==> config.mk <==
export PLATFORM = sky130hd
export DESIGN_NAME = psyn_ctrl
export DESIGN_NICKNAME = d
export VERILOG_FILES = /design/src/psyn_pkg.sv /design/src/psyn_ctrl.sv
export SDC_FILE = /design/constraint.sdc
export NUM_CORES = 1
export LEC_CHECK = 0
export ABC_CLOCK_PERIOD_IN_PS = 1600
export BUFFER_PORTS_ARGS = -buffer_cell sky130_fd_sc_hd__buf_2
export CORE_MARGIN = 2
export CORE_UTILIZATION = 47
export CTS_BUF_LIST = sky130_fd_sc_hd__clkbuf_8 sky130_fd_sc_hd__clkbuf_16
export CTS_CLUSTER_SIZE = 16
export DETAILED_ROUTE_END_ITERATION = 6
export PLACE_DENSITY = 0.74
export SKIP_CTS_REPAIR_TIMING = 1
export SYNTH_ARGS = -nofsm -noshare
export SYNTH_HDL_FRONTEND = slang
export SYNTH_SLANG_ARGS = --single-unit
==> constraint.sdc <==
create_clock -name clk -period 1.6 [get_ports clk]
set_input_delay 0.24 -clock clk [delete_from_list [all_inputs] [get_ports clk]]
set_output_delay 0.24 -clock clk [all_outputs]
set_load 0.05 [all_outputs]
==> src/psyn_pkg.sv <==
// Shared constants, codes and command/status types of the polyphonic synth core.
package psyn_pkg;

  localparam int VOICES_DEF      = 8;
  localparam int WAVE_POINTS_DEF = 256;
  localparam int SAMPLE_RATE_DEF = 48000;

  localparam int ACTION_W    = 2;
  localparam int NOTE_W      = 7;
  localparam int VEL_W       = 16;
  localparam int SAMPLE_W    = 16;
  localparam int COUNT_OUT_W = 4;
  localparam int MODE_W      = 2;
  localparam int CFG_IDX_W   = 2;
  localparam int CFG_DATA_W  = 16;
  localparam int ENV_W       = 3;

  localparam logic [ACTION_W-1:0] ACT_NOTE_ON  = 2'd0;
  localparam logic [ACTION_W-1:0] ACT_NOTE_OFF = 2'd1;
  localparam logic [ACTION_W-1:0] ACT_TICK     = 2'd2;
  localparam logic [ACTION_W-1:0] ACT_RESERVED = 2'd3;

  localparam logic [CFG_IDX_W-1:0] REG_MODE   = 2'd0;
  localparam logic [CFG_IDX_W-1:0] REG_VOLUME = 2'd1;

  localparam logic [MODE_W-1:0] MODE_PIANO   = 2'd0;
  localparam logic [MODE_W-1:0] MODE_EPIANO  = 2'd1;
  localparam logic [MODE_W-1:0] MODE_STRINGS = 2'd2;

  localparam logic [ENV_W-1:0] ENV_OFF     = 3'd0;
  localparam logic [ENV_W-1:0] ENV_ATTACK  = 3'd1;
  localparam logic [ENV_W-1:0] ENV_DECAY   = 3'd2;
  localparam logic [ENV_W-1:0] ENV_SUSTAIN = 3'd3;
  localparam logic [ENV_W-1:0] ENV_RELEASE = 3'd4;

  localparam logic [15:0] VOL_MAX  = 16'd52429;
  localparam logic [16:0] OUT_GAIN = 17'd52429;
  localparam logic signed [15:0] CLIP_OUT = 16'sd21822;

  function automatic logic [15:0] atk_rate(input logic [MODE_W-1:0] m);
    case (m)
      MODE_EPIANO:  atk_rate = 16'd3277;
      MODE_STRINGS: atk_rate = 16'd131;
      default:      atk_rate = 16'd6554;
    endcase
  endfunction

  function automatic logic [15:0] dec_rate(input logic [MODE_W-1:0] m);
    case (m)
      MODE_EPIANO:  dec_rate = 16'd131;
      MODE_STRINGS: dec_rate = 16'd66;
      default:      dec_rate = 16'd328;
    endcase
  endfunction

  function automatic logic [15:0] sus_frac(input logic [MODE_W-1:0] m);
    case (m)
      MODE_EPIANO:  sus_frac = 16'd39322;
      MODE_STRINGS: sus_frac = 16'd58982;
      default:      sus_frac = 16'd19661;
    endcase
  endfunction

  function automatic logic [15:0] rel_rate(input logic [MODE_W-1:0] m);
    case (m)
      MODE_EPIANO:  rel_rate = 16'd328;
      MODE_STRINGS: rel_rate = 16'd131;
      default:      rel_rate = 16'd655;
    endcase
  endfunction

  // harmonic weights, Q0.16, for the three wave lookups of a voice
  function automatic logic [15:0] wave_coef(input logic [MODE_W-1:0] m,
                                            input logic [1:0] term);
    wave_coef = 16'd0;
    case (m)
      MODE_EPIANO: begin
        if (term == 2'd0) wave_coef = 16'd52429;
        else if (term == 2'd1) wave_coef = 16'd13107;
      end
      MODE_STRINGS: begin
        if (term == 2'd0) wave_coef = 16'd26214;
      end
      default: begin
        if (term == 2'd0) wave_coef = 16'd45875;
        else if (term == 2'd1) wave_coef = 16'd13107;
        else if (term == 2'd2) wave_coef = 16'd6554;
      end
    endcase
  endfunction

  function automatic longint unsigned semitone(input int k);
    case (k)
      1:       semitone = 69433;
      2:       semitone = 73562;
      3:       semitone = 77936;
      4:       semitone = 82570;
      5:       semitone = 87480;
      6:       semitone = 92682;
      7:       semitone = 98193;
      8:       semitone = 104033;
      9:       semitone = 110218;
      10:      semitone = 116772;
      11:      semitone = 123715;
      default: semitone = 65536;
    endcase
  endfunction

  typedef enum logic [3:0] {
    OP_NONE, OP_LATCH, OP_NOTE_ON, OP_NOTE_OFF, OP_W0, OP_W1, OP_W2, OP_SUS,
    OP_ENV, OP_MAC, OP_SKIP, OP_SC_LO, OP_SC_HI, OP_SQ, OP_CUBE, OP_T
  } op_t;

  typedef enum logic [1:0] {SCL_INV, SCL_VOL, SCL_GAIN} scl_t;

  typedef struct packed {
    op_t  op;
    scl_t scl;
    logic out_load;
  } cmd_t;

  typedef struct packed {
    logic cur_on;
    logic last;
    logic multi;
  } sts_t;

endpackage

==> src/psyn_ctrl.sv <==
// Sequencer for events and for the per-voice walk and output chain of a tick.
module psyn_ctrl
  import psyn_pkg::*;
(
  input  logic                clk,
  input  logic                rst,
  input  logic                in_valid,
  input  logic [ACTION_W-1:0] in_action,
  output logic                in_ready,
  output logic                out_valid,
  input  logic                out_ready,
  input  sts_t                sts,
  output cmd_t                cmd
);

  typedef enum logic [4:0] {
    ST_IDLE, ST_NOTE_ON, ST_NOTE_OFF, ST_W0, ST_W1, ST_W2, ST_SUS, ST_ENV, ST_MAC,
    ST_INV_LO, ST_INV_HI, ST_VOL_LO, ST_VOL_HI, ST_GAIN_LO, ST_GAIN_HI,
    ST_SQ, ST_CUBE, ST_T, ST_Y
  } state_t;

  state_t state, state_next;
  logic   scale_first;

  assign in_ready = (state == ST_IDLE);
  assign scale_first = sts.multi;

  always_comb begin
    cmd = '{op: OP_NONE, scl: SCL_VOL, out_load: 1'b0};
    state_next = state;
    case (state)
      ST_IDLE: begin
        if (in_valid) begin
          cmd.op = OP_LATCH;
          if (in_action == ACT_NOTE_ON) state_next = ST_NOTE_ON;
          else if (in_action == ACT_NOTE_OFF) state_next = ST_NOTE_OFF;
          else if (in_action == ACT_TICK) state_next = ST_W0;
        end
      end
      ST_NOTE_ON: begin
        cmd.op = OP_NOTE_ON;
        state_next = ST_IDLE;
      end
      ST_NOTE_OFF: begin
        cmd.op = OP_NOTE_OFF;
        state_next = ST_IDLE;
      end
      ST_W0: begin
        if (sts.cur_on) begin
          cmd.op = OP_W0;
          state_next = ST_W1;
        end else begin
          cmd.op = OP_SKIP;
          if (sts.last) state_next = scale_first ? ST_INV_LO : ST_VOL_LO;
        end
      end
      ST_W1: begin
        cmd.op = OP_W1;
        state_next = ST_W2;
      end
      ST_W2: begin
        cmd.op = OP_W2;
        state_next = ST_SUS;
      end
      ST_SUS: begin
        cmd.op = OP_SUS;
        state_next = ST_ENV;
      end
      ST_ENV: begin
        cmd.op = OP_ENV;
        state_next = ST_MAC;
      end
      ST_MAC: begin
        cmd.op = OP_MAC;
        if (sts.last) state_next = scale_first ? ST_INV_LO : ST_VOL_LO;
        else state_next = ST_W0;
      end
      ST_INV_LO: begin
        cmd.op = OP_SC_LO; cmd.scl = SCL_INV; state_next = ST_INV_HI;
      end
      ST_INV_HI: begin
        cmd.op = OP_SC_HI; cmd.scl = SCL_INV; state_next = ST_VOL_LO;
      end
      ST_VOL_LO: begin
        cmd.op = OP_SC_LO; cmd.scl = SCL_VOL; state_next = ST_VOL_HI;
      end
      ST_VOL_HI: begin
        cmd.op = OP_SC_HI; cmd.scl = SCL_VOL; state_next = ST_GAIN_LO;
      end
      ST_GAIN_LO: begin
        cmd.op = OP_SC_LO; cmd.scl = SCL_GAIN; state_next = ST_GAIN_HI;
      end
      ST_GAIN_HI: begin
        cmd.op = OP_SC_HI; cmd.scl = SCL_GAIN; state_next = ST_SQ;
      end
      ST_SQ: begin
        cmd.op = OP_SQ; state_next = ST_CUBE;
      end
      ST_CUBE: begin
        cmd.op = OP_CUBE; state_next = ST_T;
      end
      ST_T: begin
        cmd.op = OP_T; state_next = ST_Y;
      end
      ST_Y: begin
        // wait here until the output register is free
        if (!out_valid || out_ready) begin
          cmd.out_load = 1'b1;
          state_next = ST_IDLE;
        end
      end
      default: state_next = ST_IDLE;
    endcase
  end

  always_ff @(posedge clk) begin
    if (rst) begin
      state <= ST_IDLE;
      out_valid <= 1'b0;
    end else begin
      state <= state_next;
      if (cmd.out_load) out_valid <= 1'b1;
      else if (out_ready) out_valid <= 1'b0;
    end
  end

endmodule

### Yosys cells after proc, flatten, opt, wreduce, memory -nomap -nowiden

Cells that the tools add are included.

* register bits after elaboration: 6
* bits in latches: 0
* memory bits (writable): 0
* memory bits (read-only): 0
* input port bits: 9
* output and inout port bits: 9
* word-level logic and storage cells: 54
* memories kept: 0

* add/sub/neg operators: 0
* multiply operators: 0
* div/mod/pow operators: 0
* magnitude comparators: 0
* equal/unequal tests: 24
* shift-type cells: 0
* multiplexer cells: 18
* bitwise operators: 0
* reduce and logical (&&, ||, !) cells: 10

Operator list (number)
* 5-bit one-hot mux with 17 select lines: 1
* 4-bit one-hot mux with 14 select lines: 1
* 5-bit by 4-bit == test with 1-bit output, second input constant: 8
* 5-bit two-way mux: 7
* 5-bit by 3-bit == test with 1-bit output, second input constant: 4
* 5-bit == test, second input constant: 3
* 5-bit by 2-bit == test with 1-bit output, second input constant: 2
* 4-bit two-way mux: 2
* 3-bit OR reduction: 2
* 5-bit by 1-bit == test with 1-bit output, second input constant: 1
* 5-bit logical NOT: 1
* 1-bit two-way mux: 5
* 2-bit != test, second input constant: 2
* 4-bit by 1-bit != test with 1-bit output, second input constant: 1
* 2-bit one-hot mux with 2 select lines: 1
* 4-bit AND reduction: 1
* 2-bit OR reduction: 2
* 3-bit != test, second input constant: 1
* 2-bit by 1-bit == test with 1-bit output, second input constant: 1
* 2-bit == test, second input constant: 1
* 2-bit logical NOT: 1
* 2-bit two-way mux: 1
* 2-bit nonzero test: 1
* 1-bit logical NOT: 1
* 1-bit logical OR: 1

### Logic depth before layout (Yosys ltp)

Gate-level depths: netlist of the first run.

* word-level depth: 6
* depth in mapped cells: 6
* mapped depth without buffers: 6

### Least setup slack after synthesis of the first run

No wires, ideal clock.

* path type: flip-flop to output port
* from: register state[1]
* to: output cmd[3] (netlist bit)
* data arrival time: 2.379 ns
* data required time: 1.360 ns
* setup slack: -1.019 ns
* cell stages (with the launch flop): 4
* buffers on the path: 2
* cells stage by stage: dfxtp_1 clkbuf_1 clkbuf_1 o41ai_1

RTL lines
* start, declared: RTL line psyn_ctrl.sv:22 `state_t state, state_next;`
* start signal, assigned: RTL line psyn_ctrl.sv:121 `state <= state_next;`
* end, declared: RTL line psyn_ctrl.sv:13 `output cmd_t cmd`

### Final worst setup path of the first run

* from: register state[2]
* to: output in_ready

* cells in the longest elaborated chain, start to end: 1

RTL lines
* 5-bit logical NOT: RTL line psyn_ctrl.sv:25 `assign in_ready = (state == ST_IDLE);`
* end, declared: RTL line psyn_ctrl.sv:9 `output logic in_ready,`

Every way passes these cells.

==> results_dict.tcl, run 1 <==
set metrics [dict create \
    outcome "finished, violations left" \
    violations "negative setup slack" \
    grt_start_max_net_pins 18 \
    worst-setup-path-type "reg -> out" \
    cp_num_cells 5 \
    period_needed_ns 1.865 \
    cts_tree "built" \
    drtPass1Iterations 5 \
    via_per_inst 6.331 \
    grt-ovfl-total 0 \
    cts_buffer_depth 2 \
    grt_pass1_wl_um 4043 \
    async_flop_share 0 \
    synth_area_leaders "dfxtp_1, o21ai_0, nor2b_1, nand2b_1, a21oi_1" \
    ant_nets 0 \
    drive_above_1_share 0.5577 \
    r2r_end "state[0]" \
    dieArea_um2 1921 \
    cp_top_family "buffers and inverters" \
    cts-root-buf "clkbuf_8" \
    gp_congestion 0.9012 \
    fp.coreArea_um2 1489 \
    ir_drop_v 0.001271 \
    clock.fmax_mhz 536.1 \
    period_share 1.166 \
    wl_met3_um 252 \
    met1_length_um 1339 \
    slew_viol_final 0 \
    num_rows 14 \
    synth_edf_count 0 \
    critPathSlowestCell "dfxtp_4" \
    dp_slack_ns -0.1862 \
    setup_ws_ns -0.2652 \
    crit_buf_inv 3 \
    antenna_cells 0 \
    hold_violations 0 \
    drc 0 \
    start_util 0.5008 \
    areaGrowthSynthToFinish_pct 83.05 \
    relSlewSlack 0.6829 \
    fp.dieH_um 43.83 \
    crit_arrival_ns 1.63 \
    rsz0062_at_grt "yes" \
    dr_total_vias 1089 \
    initialDrtViolationCount 77 \
    finalSetupViolCount 9 \
    p_leak_nw 0.5986 \
    powerDensity_nw_per_um2 1119 \
    required_ns 1.36 \
    synth_top_area_share 0.1611 \
    grt_pass1_vias 911 \
    antenna_found_initial 0 \
    seq_area_frac_synth 0.1611 \
    hold_slack_ns 0.2782 \
    die_width_um 43.83 \
    tightestPinTransition_ns 0.4713 \
    instances_no_fill 172 \
    wl_met2_um 1647 \
    r2r_setup_slack_ns -0.18 \
    syn_inst 108 \
    crit_path_start "state[2]" \
    dpl.cell_count 160 \
    worstPathMaxFanout 7 \
    clkSlewWorstSetupHoldPaths_ns 0.04 \
    syn_avg_cell_area_um2 6.905 \
    syn_area_um2 745.7 \
    cp-endpoint "in_ready" \
    min_path_type "in -> reg" \
    wl_per_cell_um 19.42 \
    clk_latency_ns 0.22 \
    reg2reg_from "state[2]" \
    synth.most_common_cell "o21ai_0" \
    cts_sinks 6 \
    final_nets 169 \
    io_buffers 17 \
    cts_buffers 3 \
    synth_cell_types 40 \
    synth-main-ff-cell "dfxtp_1" \
    cp-start-kind "register" \
    clock_skew_ns 0.0004365 \
    h-tree-depth 1 \
    dp_hpwl_um 1805 \
    cap_violations 0 \
    grt_usage 0.2824 \
    synth_nets 119 \
    ff2ff_path_depth 4 \
    dr.max_layer_used "met4" \
    synth_seq_cells 6 \
    synth_commonest_cells "o21ai_0, clkbuf_1, nor2_1, a21oi_1, nor2b_1" \
    critical_path.cell_chain "buf_12 -> nor3_1 -> buf_4 -> and2_1 -> buf_2" \
    io_pins 18 \
    synth_top_area_cell "dfxtp_1" \
    slowest_delay_ns 0.35 \
    ys_warn_count 0 \
    cp-end-kind "output port" \
    finalWirelength_um 3340 \
]
==> kinds of logic after synthesis <==
group / count (synthesis) / synth area share
adder cells (fa/ha/maj): 3 / 0.04698
buffers and inverters: 15 / 0.08892
AND/OR/NAND/NOR: 50 / 0.3893
flip-flops: 6 / 0.1611
XOR/XNOR: 1 / 0.01175
AO/OA/AOI/OAI: 33 / 0.3020
==> worst min path at each step <==
| stage | start | to | slack, ns | cells after the start |
|---|---|---|---|---|
| 2_1_floorplan | rst | state[3] | 0.31 | 1 |
| 3_3_place_gp | rst | state[0] | 0.50 | 2 |
| 3_5_place_dp | rst | state[3] | 0.51 | 2 |
| 4_1_cts | rst | state[0] | 0.29 | 2 |
| 5_1_grt | rst | state[3] | 0.28 | 2 |
| 6_report | rst | state[0] | 0.28 | 2 |
==> per-stage QoR <==
stage / total power, W / TNS (ns) / area, um2 / utilization
6_report: 0.001527 / -1.444 / 1365 / 0.9168
5_1_grt: 0.001580 / -1.796 / 1365 / 0.9168
4_1_cts: 0.001293 / -2.006 / 1157 / 0.7773
3_5_place_dp: 0.001062 / -0.6296 / 1116 / 0.7496
3_3_place_gp: 0.001046 / -0.4183 / 1116 / 0.7496
2_1_floorplan: 0.0008618 / -0.4539 / 865.8 / -
==> final cells by class <==
type	instances	area [um2]
timing repair buffer	56	464.2
inverter	4	15.01
clock buffer	3	41.29
tap	16	20.02
fill	61	123.9
sequential	6	131.4
multi-input combinational	87	693.2
==> state kept, by name, indices dropped and copies added (netlist names) <==
| register | count |
|---|---|
| out_valid | 1 |
| state | 5 |
==> power breakdown <==
part / internal (W) / switching (W) / total, W
sequential: 0.000178 / 0.0000722 / 0.000250
clock: 0.000162 / 0.0000710 / 0.000233
combinational: 0.000501 / 0.000542 / 0.00104
total: 0.000842 / 0.000685 / 0.00153
==> worst reg2reg max path: cells and delay by family (launching register included) <==
family           cells  cell delay (ns)
AND/OR/NAND/NOR      2             0.80
AO/OA/AOI/OAI        2             0.54
flip-flops           1             0.35
==> per-layer routing <==
metal,vias up,track usage
li1,496,-
met3,10,0.05833
met2,83,0.4912
met1,500,0.3434
met4,0,0.09091
met5,-,0
==> cells in the final DEF, fill, tap and decap left out, types with 2 or more instances in the layout <==
master,n
buf_4,32
buf_2,11
o21ai_0,10
buf_6,9
nor2_1,7
nor3_1,6
a21oi_1,6
nand2b_1,5
nor2b_1,5
inv_1,3
nand2_1,3
nand3_1,3
clkbuf_8,3
dfxtp_2,3
nor2b_4,2
and2_1,2
nand4_1,2
ha_1,2
dfxtp_4,2
No activity file was read; power rests on OpenSTA's default activity.
==> run 2: changes to the inputs <==
--- a/config.mk
+++ b/config.mk
@@ -5,14 +5,14 @@
 export SDC_FILE = /design/constraint.sdc
 export NUM_CORES = 1
 export LEC_CHECK = 0
-export ABC_CLOCK_PERIOD_IN_PS = 1600
+export ABC_CLOCK_PERIOD_IN_PS = 2200
 export BUFFER_PORTS_ARGS = -buffer_cell sky130_fd_sc_hd__buf_2
 export CORE_MARGIN = 2
-export CORE_UTILIZATION = 47
+export CORE_UTILIZATION = 56
 export CTS_BUF_LIST = sky130_fd_sc_hd__clkbuf_8 sky130_fd_sc_hd__clkbuf_16
 export CTS_CLUSTER_SIZE = 16
 export DETAILED_ROUTE_END_ITERATION = 6
-export PLACE_DENSITY = 0.74
+export PLACE_DENSITY = 0.83
 export SKIP_CTS_REPAIR_TIMING = 1
 export SYNTH_ARGS = -nofsm -noshare
 export SYNTH_HDL_FRONTEND = slang
==> constraint.sdc (replaced) <==
create_clock -name clk -period 2.2 [get_ports clk]
set_input_delay 0.33 -clock clk [delete_from_list [all_inputs] [get_ports clk]]
set_output_delay 0.33 -clock clk [all_outputs]
set_load 0.05 [all_outputs]
==> run 2 against run 1 <==
Against the previous run:
- the run now ends clean
- clock power down 29%
- hold slack better by 0.081 ns
- non-clock buffer count decreased by 31
- critical path type unchanged
- critical endpoint is now cmd[3]
- largest cell class unchanged
- highest routed layer unchanged
==> results_dict.tcl, run 2 (synthesis gave the netlist of run 1 again) <==
set metrics [dict create \
    ant_nets 0 \
    worst-setup-path-type "reg -> out" \
    use_met1 0.3657 \
    grt-ovfl-total 0 \
    die_width_um 40.49 \
    rsz0062_at_grt "no" \
    drive_above_1_share 0.3120 \
    antenna_found_initial 0 \
    hold_violations 0 \
    crit_arrival_ns 1.68 \
    top_regs "state (5), out_valid (1)" \
    num_rows 13 \
    io_pins 18 \
    drc 0 \
    wl_per_cell_um 13.94 \
    hold_slack_ns 0.3593 \
    areaGrowthSynthToFinish_pct 25.17 \
    mostFrequentLayoutCells "buf_2, o21ai_0, buf_4" \
    drtPass1Iterations 4 \
    final_common_cell "buf_2" \
    instances_no_fill 140 \
    clock_skew_ns 0.0009897 \
    final_nets 138 \
    cap_violations 0 \
    postPlaceCellArea_um2 887.1 \
    required_ns 1.87 \
    h-tree-depth 1 \
    gp_congestion 0.8594 \
    cp-end-kind "output port" \
    cts-root-buf "clkbuf_8" \
    power_w 0.0008239 \
    clock.fmax_mhz 496.7 \
    clkSlewWorstSetupHoldPaths_ns 0.04 \
    largest_reg_flops 5 \
    fp.coreArea_um2 1269 \
    powerDensity_nw_per_um2 882.7 \
    start_util 0.5878 \
    cts_tree "built" \
    io_buffers 17 \
    initialDrtViolationCount 57 \
    grt_util_met2 0.4365 \
    dp_hpwl_um 1413 \
    finalWirelength_um 1952 \
    dpl.cell_count 137 \
    grt_pass1_wl_um 3015 \
    antenna_cells 0 \
    fin_area_um2 933.4 \
    grt_use_met3 0.05556 \
    clk_latency_ns 0.22 \
    grt_usage 0.2701 \
    finalSetupViolCount 0 \
    regMostFlops "state" \
    cts_buffers 3 \
    grt_busiest_layer "met2" \
    period_share 0.9151 \
    slew_viol_final 0 \
    period_needed_ns 2.013 \
    worstPathMaxFanout 14 \
    cts_buffer_depth 2 \
    tightestPinTransition_ns 0.4571 \
    fp.dieH_um 40.49 \
    grt_pass1_vias 670 \
    via_per_inst 6.257 \
    relSlewSlack 0.6910 \
    min_path_type "in -> reg" \
    cts_sinks 6 \
    p_leak_nw 0.3669 \
    grt_start_max_net_pins 21 \
    cp-start-kind "register" \
    outcome "finished clean" \
    ir_drop_v 0.0006201 \
    dr_total_vias 876 \
    dieArea_um2 1639 \
]
run 2: cell count changes in the layout (fill, tap and decap cells not counted), sizes merged:
| cell | previous run | this run |
|---|---|---|
| buf | 54 | 25 |
| clkbuf | 5 | 3 |
run 2: power by group:
group          total (W)  leakage [nW]  switching [W]  internal [W]
registers       0.000171        0.0506      0.0000450      0.000126
logic           0.000488         0.295       0.000290      0.000198
clock network   0.000165        0.0216      0.0000474      0.000118
run 2: area by class of cell:
cell class	count	area [um2]
multi-input combinational	87	588.1
fill	110	335.3
timing repair buffer	25	145.1
sequential	6	125.1
clock buffer	3	41.29
tap	15	18.77
inverter	4	15.01
run 2: path summary, 6_finish.rpt:
| path | from | end | slack (ns) | cells past startpoint |
|---|---|---|---|---|
| worst max-delay path | state[1] | cmd[3] | 0.19 | 5 |
| worst min-delay path | rst | state[4] | 0.36 | 2 |
| worst max register to register | state[0] | state[0] | 0.36 | 4 |
| worst min register to register | out_valid | out_valid | 0.54 | 2 |
run 2: layer usage:
metal | up-vias | share of wire
met1 | 399 | 0.42
met5 | - | 0
li1 | 431 | -
met2 | 44 | 0.50
met4 | 0 | 0.0036
met3 | 2 | 0.078
run 2: critical path, cell delays in order, from the launching register on:
cell and delay, ns:
dfxtp_2 0.37, buf_4 0.20, or4_1 0.48, nand4_1 0.12, o41ai_2 0.07, buf_2 0.22
run 2: per-stage QoR:
step | utilization | setup TNS [ns] | worst slack (ns)
final | 0.7357 | 0 | 0.1868
after global routing | 0.7357 | 0 | 0.07397
after CTS | 0.7318 | -0.02354 | -0.02354
after detailed placement | 0.6992 | 0 | 0.2241
after global placement | 0.6992 | 0 | 0.2397
after floorplan | - | -0.007272 | -0.007272
